[src/sv/cdpa_pkg.sv]
package cdpa_pkg;

  // data-processing opcodes, bits 24:21
  typedef enum logic [3:0] {
    OP_AND = 4'h0,
    OP_EOR = 4'h1,
    OP_SUB = 4'h2,
    OP_RSB = 4'h3,
    OP_ADD = 4'h4,
    OP_ADC = 4'h5,
    OP_SBC = 4'h6,
    OP_RSC = 4'h7,
    OP_TST = 4'h8,
    OP_TEQ = 4'h9,
    OP_CMP = 4'hA,
    OP_CMN = 4'hB,
    OP_ORR = 4'hC,
    OP_MOV = 4'hD,
    OP_BIC = 4'hE,
    OP_MVN = 4'hF
  } opcode_t;

  // condition codes, bits 31:28
  typedef enum logic [3:0] {
    COND_EQ = 4'h0,
    COND_NE = 4'h1,
    COND_CS = 4'h2,
    COND_CC = 4'h3,
    COND_MI = 4'h4,
    COND_PL = 4'h5,
    COND_VS = 4'h6,
    COND_VC = 4'h7,
    COND_HI = 4'h8,
    COND_LS = 4'h9,
    COND_GE = 4'hA,
    COND_LT = 4'hB,
    COND_GT = 4'hC,
    COND_LE = 4'hD,
    COND_AL = 4'hE,
    COND_NV = 4'hF
  } cond_t;

  // shift type, bits 6:5
  typedef enum logic [1:0] {
    SH_LSL = 2'd0,
    SH_LSR = 2'd1,
    SH_ASR = 2'd2,
    SH_ROR = 2'd3
  } shift_kind_t;

  localparam logic [3:0] PC_REG      = 4'hF;
  localparam logic [7:0] SHIFT_WORD  = 8'd32;

  // shifter output toward the alu
  typedef struct packed {
    logic [31:0] op2;
    logic        carry;
  } shift_res_t;

  // condition check against incoming nzcv
  function automatic logic cond_pass(input cond_t cond, input logic n, input logic z,
                                     input logic c, input logic v);
    logic pass;
    unique case (cond)
      COND_EQ: pass = z;
      COND_NE: pass = !z;
      COND_CS: pass = c;
      COND_CC: pass = !c;
      COND_MI: pass = n;
      COND_PL: pass = !n;
      COND_VS: pass = v;
      COND_VC: pass = !v;
      COND_HI: pass = c && !z;
      COND_LS: pass = !c || z;
      COND_GE: pass = (n == v);
      COND_LT: pass = (n != v);
      COND_GT: pass = !z && (n == v);
      COND_LE: pass = z || (n != v);
      COND_AL: pass = 1'b1;
      COND_NV: pass = 1'b0;
      default: pass = 1'b0;
    endcase
    return pass;
  endfunction

endpackage

[src/sv/cdpa_shifter.sv]
module cdpa_shifter
  import cdpa_pkg::*;
(
  input  logic [31:0] instr,
  input  logic [31:0] rm,
  input  logic [7:0]  rs,
  input  logic        c_in,
  output shift_res_t  res
);

  logic [4:0]         rot;
  logic [63:0]        imm_w;
  logic [31:0]        imm_rot;
  shift_kind_t        kind;
  logic               reg_shift;
  logic               imm_zero;
  logic [7:0]         amt;
  logic [4:0]         sh5;
  logic [32:0]        lsl_w;
  logic [32:0]        lsr_w;
  logic signed [32:0] asr_w;
  logic [63:0]        ror_w;

  // rotated 8-bit immediate
  assign rot     = {instr[11:8], 1'b0};
  assign imm_w   = {24'd0, instr[7:0], 24'd0, instr[7:0]} >> rot;
  assign imm_rot = imm_w[31:0];

  // shift amount: register byte or 5-bit immediate, lsr/asr #0 mean 32
  assign kind      = shift_kind_t'(instr[6:5]);
  assign reg_shift = instr[4];
  assign imm_zero  = (instr[11:7] == 5'd0);
  always_comb begin
    if (reg_shift) begin
      amt = rs;
    end else if (imm_zero && (kind == SH_LSR || kind == SH_ASR)) begin
      amt = SHIFT_WORD;
    end else begin
      amt = {3'd0, instr[11:7]};
    end
  end
  assign sh5 = amt[4:0];

  // one extra bit on the lsl, lsr and asr shifters catches the last bit shifted out
  assign lsl_w = {1'b0, rm} << sh5;
  assign lsr_w = {rm, 1'b0} >> sh5;
  assign asr_w = $signed({rm, 1'b0}) >>> sh5;
  assign ror_w = {rm, rm} >> sh5;

  // pick operand 2 and shifter carry
  always_comb begin
    res = '{op2: rm, carry: c_in};
    if (instr[25]) begin
      res.op2   = imm_rot;
      res.carry = (rot == 5'd0) ? c_in : imm_rot[31];
    end else if (!reg_shift && imm_zero && kind == SH_ROR) begin
      // rrx
      res.op2   = {c_in, rm[31:1]};
      res.carry = rm[0];
    end else if (amt == 8'd0) begin
      res = '{op2: rm, carry: c_in};
    end else begin
      unique case (kind)
        SH_LSL: begin
          if (amt[7:5] == 3'd0) begin
            res = '{op2: lsl_w[31:0], carry: lsl_w[32]};
          end else begin
            res = '{op2: 32'd0, carry: (amt == SHIFT_WORD) ? rm[0] : 1'b0};
          end
        end
        SH_LSR: begin
          if (amt[7:5] == 3'd0) begin
            res = '{op2: lsr_w[32:1], carry: lsr_w[0]};
          end else begin
            res = '{op2: 32'd0, carry: (amt == SHIFT_WORD) ? rm[31] : 1'b0};
          end
        end
        SH_ASR: begin
          if (amt[7:5] == 3'd0) begin
            res = '{op2: asr_w[32:1], carry: asr_w[0]};
          end else begin
            res = '{op2: {32{rm[31]}}, carry: rm[31]};
          end
        end
        SH_ROR: begin
          res = '{op2: ror_w[31:0], carry: ror_w[31]};
        end
        default: res = '{op2: rm, carry: c_in};
      endcase
    end
  end

endmodule

[src/sv/cond_data_processing_alu_unit.sv]
// data-processing execute stage: one instruction word in, one result item out
// input channel: in_valid/in_ready with the instruction, rn, rm, low byte of rs
//   and the current nzcv flags
// output channel: out_valid/out_ready with executed, alu result, write-back,
//   destination register, new nzcv and the psr restore request
// registers: an accepted item passes through two register stages on its way to the
//   outputs (input register, result register)
// throughput: one item per cycle while out_ready is high; the whole operation
//   (condition check, barrel shifter, 32-bit adder, flag logic) sits between the two registers
// stall: while out_ready is low the result register holds; the input register
//   still takes one more item, then in_ready drops until the result moves
// reset: rst_n low clears both valid flags; no item is in flight afterwards
// a skipped instruction returns result 0, no write-back and the flags unchanged
module cond_data_processing_alu_unit
  import cdpa_pkg::*;
(
  input  logic        clk,
  input  logic        rst_n,
  input  logic        in_valid,
  output logic        in_ready,
  input  logic [31:0] in_instruction,
  input  logic [31:0] in_rn_value,
  input  logic [31:0] in_rm_value,
  input  logic [7:0]  in_rs_low_byte,
  input  logic        in_flag_n_in,
  input  logic        in_flag_z_in,
  input  logic        in_flag_c_in,
  input  logic        in_flag_v_in,
  output logic        out_valid,
  input  logic        out_ready,
  output logic        out_executed,
  output logic [31:0] out_alu_result,
  output logic        out_write_back,
  output logic [3:0]  out_dest_reg,
  output logic        out_flag_n_out,
  output logic        out_flag_z_out,
  output logic        out_flag_c_out,
  output logic        out_flag_v_out,
  output logic        out_psr_restore
);

  logic        s1_valid_r, s1_valid_nxt;
  logic [31:0] instr_r, rn_r, rm_r;
  logic [7:0]  rs_r;
  logic        n_r, z_r, c_r, v_r;
  logic        out_valid_r, out_valid_nxt;
  logic        advance;

  logic        ex_r, wb_r, psr_r, fn_r, fz_r, fc_r, fv_r;
  logic [31:0] res_r;
  logic [3:0]  rd_r;

  logic        ex, wb, psr, fn, fz, fc, fv;
  logic [31:0] res;
  opcode_t     op;
  logic        sbit;
  logic [3:0]  rd;
  shift_res_t  sh;
  logic        arith;
  logic [31:0] add_a, add_b;
  logic        add_cin;
  logic [32:0] sum;

  // handshake: result register moves when empty or taken
  assign advance       = !out_valid_r || out_ready;
  assign in_ready      = !s1_valid_r || advance;
  assign s1_valid_nxt  = (in_valid && in_ready) || (s1_valid_r && !advance);
  assign out_valid_nxt = advance ? s1_valid_r : out_valid_r;

  always_ff @(posedge clk) begin
    if (!rst_n) begin
      s1_valid_r  <= 1'b0;
      out_valid_r <= 1'b0;
    end else begin
      s1_valid_r  <= s1_valid_nxt;
      out_valid_r <= out_valid_nxt;
    end
  end

  // input register
  always_ff @(posedge clk) begin
    if (in_valid && in_ready) begin
      instr_r <= in_instruction;
      rn_r    <= in_rn_value;
      rm_r    <= in_rm_value;
      rs_r    <= in_rs_low_byte;
      n_r     <= in_flag_n_in;
      z_r     <= in_flag_z_in;
      c_r     <= in_flag_c_in;
      v_r     <= in_flag_v_in;
    end
  end

  // operand 2
  cdpa_shifter u_shifter (
    .instr (instr_r),
    .rm    (rm_r),
    .rs    (rs_r),
    .c_in  (c_r),
    .res   (sh)
  );

  assign op   = opcode_t'(instr_r[24:21]);
  assign sbit = instr_r[20];
  assign rd   = instr_r[15:12];
  assign ex   = cond_pass(cond_t'(instr_r[31:28]), n_r, z_r, c_r, v_r);

  // adder operand selection and logical results
  always_comb begin
    arith   = 1'b0;
    add_a   = rn_r;
    add_b   = sh.op2;
    add_cin = 1'b0;
    res     = 32'd0;
    unique case (op)
      OP_AND, OP_TST: res = rn_r & sh.op2;
      OP_EOR, OP_TEQ: res = rn_r ^ sh.op2;
      OP_SUB, OP_CMP: begin
        arith = 1'b1; add_b = ~sh.op2; add_cin = 1'b1;
      end
      OP_RSB: begin
        arith = 1'b1; add_a = sh.op2; add_b = ~rn_r; add_cin = 1'b1;
      end
      OP_ADD, OP_CMN: arith = 1'b1;
      OP_ADC: begin
        arith = 1'b1; add_cin = c_r;
      end
      OP_SBC: begin
        arith = 1'b1; add_b = ~sh.op2; add_cin = c_r;
      end
      OP_RSC: begin
        arith = 1'b1; add_a = sh.op2; add_b = ~rn_r; add_cin = c_r;
      end
      OP_ORR: res = rn_r | sh.op2;
      OP_MOV: res = sh.op2;
      OP_BIC: res = rn_r & ~sh.op2;
      OP_MVN: res = ~sh.op2;
      default: res = 32'd0;
    endcase
    if (arith) begin
      res = sum[31:0];
    end
  end

  assign sum = {1'b0, add_a} + {1'b0, add_b} + {32'd0, add_cin};

  // flags, write-back and psr restore
  always_comb begin
    fn  = n_r;
    fz  = z_r;
    fc  = c_r;
    fv  = v_r;
    wb  = 1'b0;
    psr = 1'b0;
    if (ex) begin
      wb = !(op == OP_TST || op == OP_TEQ || op == OP_CMP || op == OP_CMN);
      if (sbit) begin
        if (rd == PC_REG) begin
          psr = 1'b1;
        end else begin
          fn = res[31];
          fz = (res == 32'd0);
          if (arith) begin
            fc = sum[32];
            fv = ((add_a[31] ^ res[31]) & (add_b[31] ^ res[31]));
          end else begin
            fc = sh.carry;
          end
        end
      end
    end
  end

  // result register
  always_ff @(posedge clk) begin
    if (advance && s1_valid_r) begin
      ex_r  <= ex;
      res_r <= ex ? res : 32'd0;
      wb_r  <= wb;
      rd_r  <= rd;
      fn_r  <= fn;
      fz_r  <= fz;
      fc_r  <= fc;
      fv_r  <= fv;
      psr_r <= psr;
    end
  end

  assign out_valid       = out_valid_r;
  assign out_executed    = ex_r;
  assign out_alu_result  = res_r;
  assign out_write_back  = wb_r;
  assign out_dest_reg    = rd_r;
  assign out_flag_n_out  = fn_r;
  assign out_flag_z_out  = fz_r;
  assign out_flag_c_out  = fc_r;
  assign out_flag_v_out  = fv_r;
  assign out_psr_restore = psr_r;

endmodule

[config.mk]
export PLATFORM = sky130hd
export DESIGN_NAME = cond_data_processing_alu_unit
export DESIGN_NICKNAME = d
export VERILOG_FILES = /design/src/sv/cdpa_pkg.sv /design/src/sv/cdpa_shifter.sv /design/src/sv/cond_data_processing_alu_unit.sv
export SDC_FILE = /design/constraint.sdc
export NUM_CORES = 1
export LEC_CHECK = 0
export ABC_AREA = 1
export CAP_MARGIN = 30
export CELL_PAD_IN_SITES_DETAIL_PLACEMENT = 1
export CELL_PAD_IN_SITES_GLOBAL_PLACEMENT = 1
export CORE_ASPECT_RATIO = 1.75
export CORE_MARGIN = 1.5
export CORE_UTILIZATION = 35
export CTS_BUF_LIST = sky130_fd_sc_hd__clkbuf_8
export CTS_CLUSTER_DIAMETER = 120
export DETAILED_ROUTE_END_ITERATION = 10
export DONT_BUFFER_PORTS = 1
export GPL_TIMING_DRIVEN = 1
export MAX_ROUTING_LAYER = met4
export PLACE_DENSITY_LB_ADDON = 0.1
export SYNTH_ARGS = -nofsm -noshare
export SYNTH_HDL_FRONTEND = slang
export SYNTH_SLANG_ARGS = --single-unit
export TNS_END_PERCENT = 50
[constraint.sdc]
create_clock -name clk -period 5.73 [get_ports clk]
set_clock_uncertainty 0.1 [all_clocks]
set_input_delay 0.8595 -clock clk [delete_from_list [all_inputs] [get_ports clk]]
set_output_delay 0.8595 -clock clk [all_outputs]
set_load 0.01 [all_outputs]
==> results of run 1 <==
-- power breakdown --
part           switching [uW]  internal (uW)
registers                70.0           1270
logic                    2160           1450
clock network             531            317
-- metal layers --
layer,up-vias,wire (um),global-route usage
met4,0,16900,0.578
li1,10200,-,-
met2,1199,56000,0.803
met5,-,0,-
met1,11300,33600,0.371
met3,853,6540,0.108
-- cells in the final DEF, fill, tap and decap left out, drive strengths merged, types with 17 or more instances in the layout --
| cell type | synthesis | final |
|---|---|---|
| inv | 233 | 241 |
| or2 | 17 | 17 |
| ha | 67 | 67 |
| clkbuf | 70 | 21 |
| buf | 61 | 761 |
| nand2 | 772 | 772 |
| nor2 | 155 | 155 |
| o21ai | 272 | 272 |
| edfxtp | 145 | 145 |
| o211ai | 25 | 25 |
| a22oi | 23 | 23 |
| nand3 | 516 | 516 |
| a21oi | 149 | 149 |
-- kinds of logic after synthesis --
kind of cell	after synthesis
flops	147
fa+ha+maj	69
buf+inv	365
compound gates	516
simple gates	1499
xor+xnor	10
-- final cells by class --
class                   instances  area share
clock buffers                  17     0.00932
clock inverters                15     0.00548
well taps                     583      0.0291
repair buffers                769       0.256
diodes                          7    0.000698
multi-input cells            2094       0.488
inverters                     234      0.0364
flip-flops and latches        147       0.175
-- stage by stage --
| step | area (um^2) | setup WS [ns] | power, uW | util | instances |
|---|---|---|---|---|---|
| after floorplan | 16200 | 0.598 | 2620 | - | 2606 |
| after global placement | 21600 | -1.28 | 4100 | 0.473 | 3726 |
| after detailed placement | 21600 | -1.44 | 4190 | 0.473 | 3726 |
| after CTS | 23500 | -0.166 | 5320 | 0.514 | 3810 |
| after global routing | 25100 | -0.522 | 5970 | 0.548 | 3866 |
| final | 25100 | -0.347 | 5790 | 0.548 | 3866 |
-- worst max path at each step --
stage	to	slack [ns]
final	out_flag_z_out	-0.35
after global routing	out_flag_z_out	-0.52
after CTS	out_flag_z_out	-0.17
after detailed placement	out_flag_z_out	-1.44
after global placement	out_flag_z_out	-1.28
after floorplan	out_flag_z_out	0.60
-- what timing repair did --
item                                    CTS  global route
resized for setup                       287           303
cloned                                    6             2
endpoints found under the setup margin   29            26
buffers inserted                         46            44
pin swaps                                78           126
==> impl_metrics.yaml, run 1 <==
timing:
  finalHoldWorstSlack_ns: 0.281
  hold_viol: 0
  slew_violations: 0
  setup_slack_ns: -0.347
  layout_min_cycle_time_ns: 6.08
  fin_tns_setup_ns: -1.05
  setup_viol: 8
  max_freq_ghz: 0.165
  relSlewSlack: 0.255
  worst_pin_slew_ns: 1.12
  rsz0062_at_grt: "yes"
  period_share: 1.06
logic_synthesis:
  yosys.area.top_type: "edfxtp_1"
  synth_top_family_by_area: "simple AND/OR/NAND/NOR gates"
  synth_xor_area_frac: 0.00540
  syn_inst: 2606
  synth.distinct_cells: 53
  yosys_warnings: 0
  synth-simple-area-share: 0.403
  synthFlopType: "edfxtp_1"
  yosys.area.top_type_share: 0.269
  synth.avg_cell_area_um2: 6.22
  syn_nets: 2787
  synthArstFlopShare: 0
  synth.mux.area_fraction: 0
  synth.cell_area_mm2: 0.0162
  synth_common_cells: "nand2_1 (753), nand3_1 (515), o21ai_0 (252)"
  synth_compound_area_frac: 0.175
  synth_edf_count: 145
  synth_fa_ha_area_frac: 0.0542
  synth_area_leaders: "edfxtp_1 (27%), nand2_1 (17%), nand3_1 (16%), o21ai_0 (7.8%), ha_1 (5.2%)"
  ys_ff_latch: 147
  yosysMostFrequentCell: "nand2_1"
  ys_seq_area_frac: 0.271
final_layout:
  multi_input_area_mm2: 0.0122
  layout-drive-gt1-share: 0.377
  fin_nets: 3444
  area_growth_syn_to_layout_pct: 54.8
  fill_cells: 5954
  regArea_mm2: 0.00439
global_routing:
  grt_use_total: 0.467
  grt_pass1_vias: 24700
  grt_max_degree: 73
  grt_antenna_before_repair: 7
  globalRouteOverflowTotal: 0
  grt_pass1_wl_um: 158000
setup_path:
  regToRegSetupSlack_ns: -0.35
  rr_endpoint: "out_flag_z_out"
  rr_startpoint: "instr_r[4]"
  r2r_cells: 41
  worstPathRequired_ns: 5.93
  crit_start: "instr_r[4]"
  cp-end-kind: "register"
  cpPeakStageDelay_ns: 0.43
  crit_family: "simple AND/OR/NAND/NOR gates"
  start_kind: "register"
  critPathSlowestCell: "edfxtp_1"
  path_depth: 41
  cp_max_fo: 6
  critPathKind: "register to register"
  crit_arrival_ns: 6.28
  cp_common_cell: "nand2_1"
  critical_path_buf_inv_count: 9
power_and_ir_drop:
  p_leak_uw: 0.0121
  p_per_area_mw_per_mm2: 231
  vdd_drop_max_uv: 254
floorplan:
  die_x_um: 166
  core_area_mm2: 0.0458
  rows: 104
  die-area_mm2: 0.0477
  boundaryPins: 157
  die_y_um: 288
  start_util: 0.354
outcome:
  status: "finished with violations"
  failed_checks: "setup timing"
clocking:
  cts_buffers: 17
  clock_path_buffers: 2
  cts-hold-fix-buffers: 0
  clock-root-buffer: "clkbuf_8"
  cts_tree: "done"
  htreeDepth: 4
  path_clk_slew_ns: 0.11
  clkSinkCount: 147
  clkLatencyLatePin_ns: 0.56
detailed_routing:
  drtIter0Drc: 1619
  viasPerCell: 6.11
  dr.pass1.iters: 7
  ant_nets: 0
  routedWlPerCell_um: 29.3
  drt-total-wl_um: 113000
  routed-via-count: 23600
  drcViolationCount: 0
placement:
  io_buffers: 0
  globalplace.congestion: 1.08
  dpl.hpwl_um: 86300
min_path:
  hold_path_end: "instr_r[9]"
  whs_path_depth: 0
  hp-start: "in_instruction[9]"
  min_path_type: "primary input to register"
job:
  max_cap_viol_count: 0
Power figures use the tool's default switching activity.
==> run 2: changes to the inputs <==
Settings changed: CORE_MARGIN 1.5 to 4.
==> run 2 against run 1 <==
Effect of this change: cell area fell by 0.77%; the flow still finishes with violations (setup timing); largest power group unchanged; register-to-register slack worse by 0.02 ns; clock-buffer cell count stayed put; die area increased by 4.8%; via count down 2.0%; core utilization shrank 0.58 points; sequential power is essentially flat.
==> impl_metrics.yaml, run 2 (synthesized netlist as in run 1, its figures left out) <==
global_routing:
  globalRouteOverflowTotal: 0
  grt_pass1_wl_um: 154000
  grt_antenna_before_repair: 10
  grt_pass1_vias: 24800
  grt_use_total: 0.430
  grt_max_degree: 65
floorplan:
  die_x_um: 171
  die-area_mm2: 0.0500
  rows: 104
  die_y_um: 293
  core_area_mm2: 0.0459
  boundaryPins: 157
  start_util: 0.353
placement:
  dpl.hpwl_um: 83000
  globalplace.congestion: 1.10
  dpl_cell_area_mm2: 0.0214
  dp_cells: 3692
  place_ws_ns: -1.10
  io_buffers: 0
detailed_routing:
  ant_nets: 0
  drtIter0Drc: 1558
  drcViolationCount: 0
  viasPerCell: 5.97
  dr.pass1.iters: 5
  routed-via-count: 23200
  routedWlPerCell_um: 27.9
  drt-total-wl_um: 108000
min_path:
  min_path_type: "primary input to register"
final_layout:
  finalNonFillerCells: 3882
  area_growth_syn_to_layout_pct: 53.6
  fin_area_mm2: 0.0249
  layout-drive-gt1-share: 0.366
  multi_input_area_mm2: 0.0120
  fill_cells: 5969
  final_common_cell: "buf_4"
  fin_nets: 3456
  layout_common_cells: "buf_4 (694), nand2_1 (648), nand3_1 (422)"
  regArea_mm2: 0.00439
timing:
  worst_pin_slew_ns: 1.06
  rsz0062_at_grt: "yes"
  period_share: 1.06
  layout_min_cycle_time_ns: 6.10
  relSlewSlack: 0.294
  max_freq_ghz: 0.164
  slew_violations: 0
  hold_viol: 0
  finalHoldWorstSlack_ns: 0.310
  setup_slack_ns: -0.366
  setup_viol: 10
setup_path:
  critical_path_buf_inv_count: 5
  rr_endpoint: "out_flag_z_out"
  crit_start: "instr_r[4]"
  worstPathRequired_ns: 6.03
  regToRegSetupSlack_ns: -0.37
  critPathKind: "register to register"
  start_kind: "register"
  critPathSlowestCell: "edfxtp_1"
  r2r_cells: 37
  crit_end: "out_flag_z_out"
  rr_startpoint: "instr_r[4]"
  cp-end-kind: "register"
  cp_common_cell: "nand2_1"
  cp_max_fo: 6
  crit_arrival_ns: 6.39
  path_depth: 37
  crit_family: "simple AND/OR/NAND/NOR gates"
  cpPeakStageDelay_ns: 0.44
power_and_ir_drop:
  seq_power_share: 0.239
  intPower_uw: 3010
  switching_share: 0.464
  p_leak_uw: 0.0120
  vdd_drop_max_uv: 219
  clock_power_share: 0.146
  p_per_area_mw_per_mm2: 225
  comb_power_share: 0.615
  total_power_uw: 5610
  p_switching_uw: 2600
clocking:
  cts_buffers: 17
  clkSinkCount: 147
  htreeDepth: 4
  cts_tree: "done"
  cts-hold-fix-buffers: 0
  clock_path_buffers: 2
  path_clk_slew_ns: 0.10
  clock-root-buffer: "clkbuf_8"
  clkLatencyLatePin_ns: 0.54
job:
  max_cap_viol_count: 0
outcome:
  status: "finished with violations"
  failed_checks: "setup timing"
## run 2: worst reg2reg max path: cells and delay by family, from the launching register on
kind                     cells  cell delay, ns
AND/OR/NAND/NOR             25            3.28
AO/OA/AOI/OAI                6            0.99
buffers and inverters        5            0.79
flip-flops                   1            0.44
adder cells (fa/ha/maj)      1            0.34
## run 2: cell type report
class | instances | area share
well taps | 583 | 0.0293
clock inverters | 15 | 0.00558
multi-input cells | 2096 | 0.481
diodes | 11 | 0.00111
inverters | 234 | 0.0358
repair buffers | 779 | 0.262
flip-flops and latches | 147 | 0.176
clock buffers | 17 | 0.00939
## run 2: power groups by stage
stage	Sequential, uW	Combinational, uW	Clock, uW
5_1_grt	1340	3660	866
3_3_place_gp	1360	2660	0
3_5_place_dp	1360	2750	0
2_1_floorplan	1340	1290	0
4_1_cts	1340	3070	828
6_report	1340	3450	821
## run 2: how the worst min path moves through the flow
| stage | startpoint | endpoint | slack [ns] | depth (start not counted) |
|---|---|---|---|---|
| finish | in_rm_value[18] | rm_r[18] | 0.31 | 0 |
| global route | in_rn_value[0] | rn_r[0] | 0.30 | 0 |
| CTS | in_rm_value[18] | rm_r[18] | 0.29 | 0 |
| detailed placement | instr_r[13] | out_dest_reg[1] | 0.35 | 0 |
| global placement | instr_r[14] | out_dest_reg[2] | 0.33 | 0 |
| floorplan | instr_r[12] | out_dest_reg[0] | 0.33 | 0 |
## run 2: what timing repair did
action,CTS,global route
buffers inserted,114,30
endpoints found under the setup margin,23,23
cloned,3,2
pin swaps,88,104
gates resized for setup,279,266
## run 2: metal layers
metal  share of wire  GRT usage  vias up
met5               0          -        -
met3           0.057     0.0937      730
met2            0.50      0.736     1047
met4            0.15      0.468        0
li1                -          -    10300
met1            0.30      0.357    11100
## run 2: stage by stage
stage               utilization  TNS (ns)
finish                    0.542     -1.47
global route              0.542     -5.03
CTS                       0.515  -0.00927
detailed placement        0.466    -10.28
global placement          0.466     -7.53
floorplan                     -         0
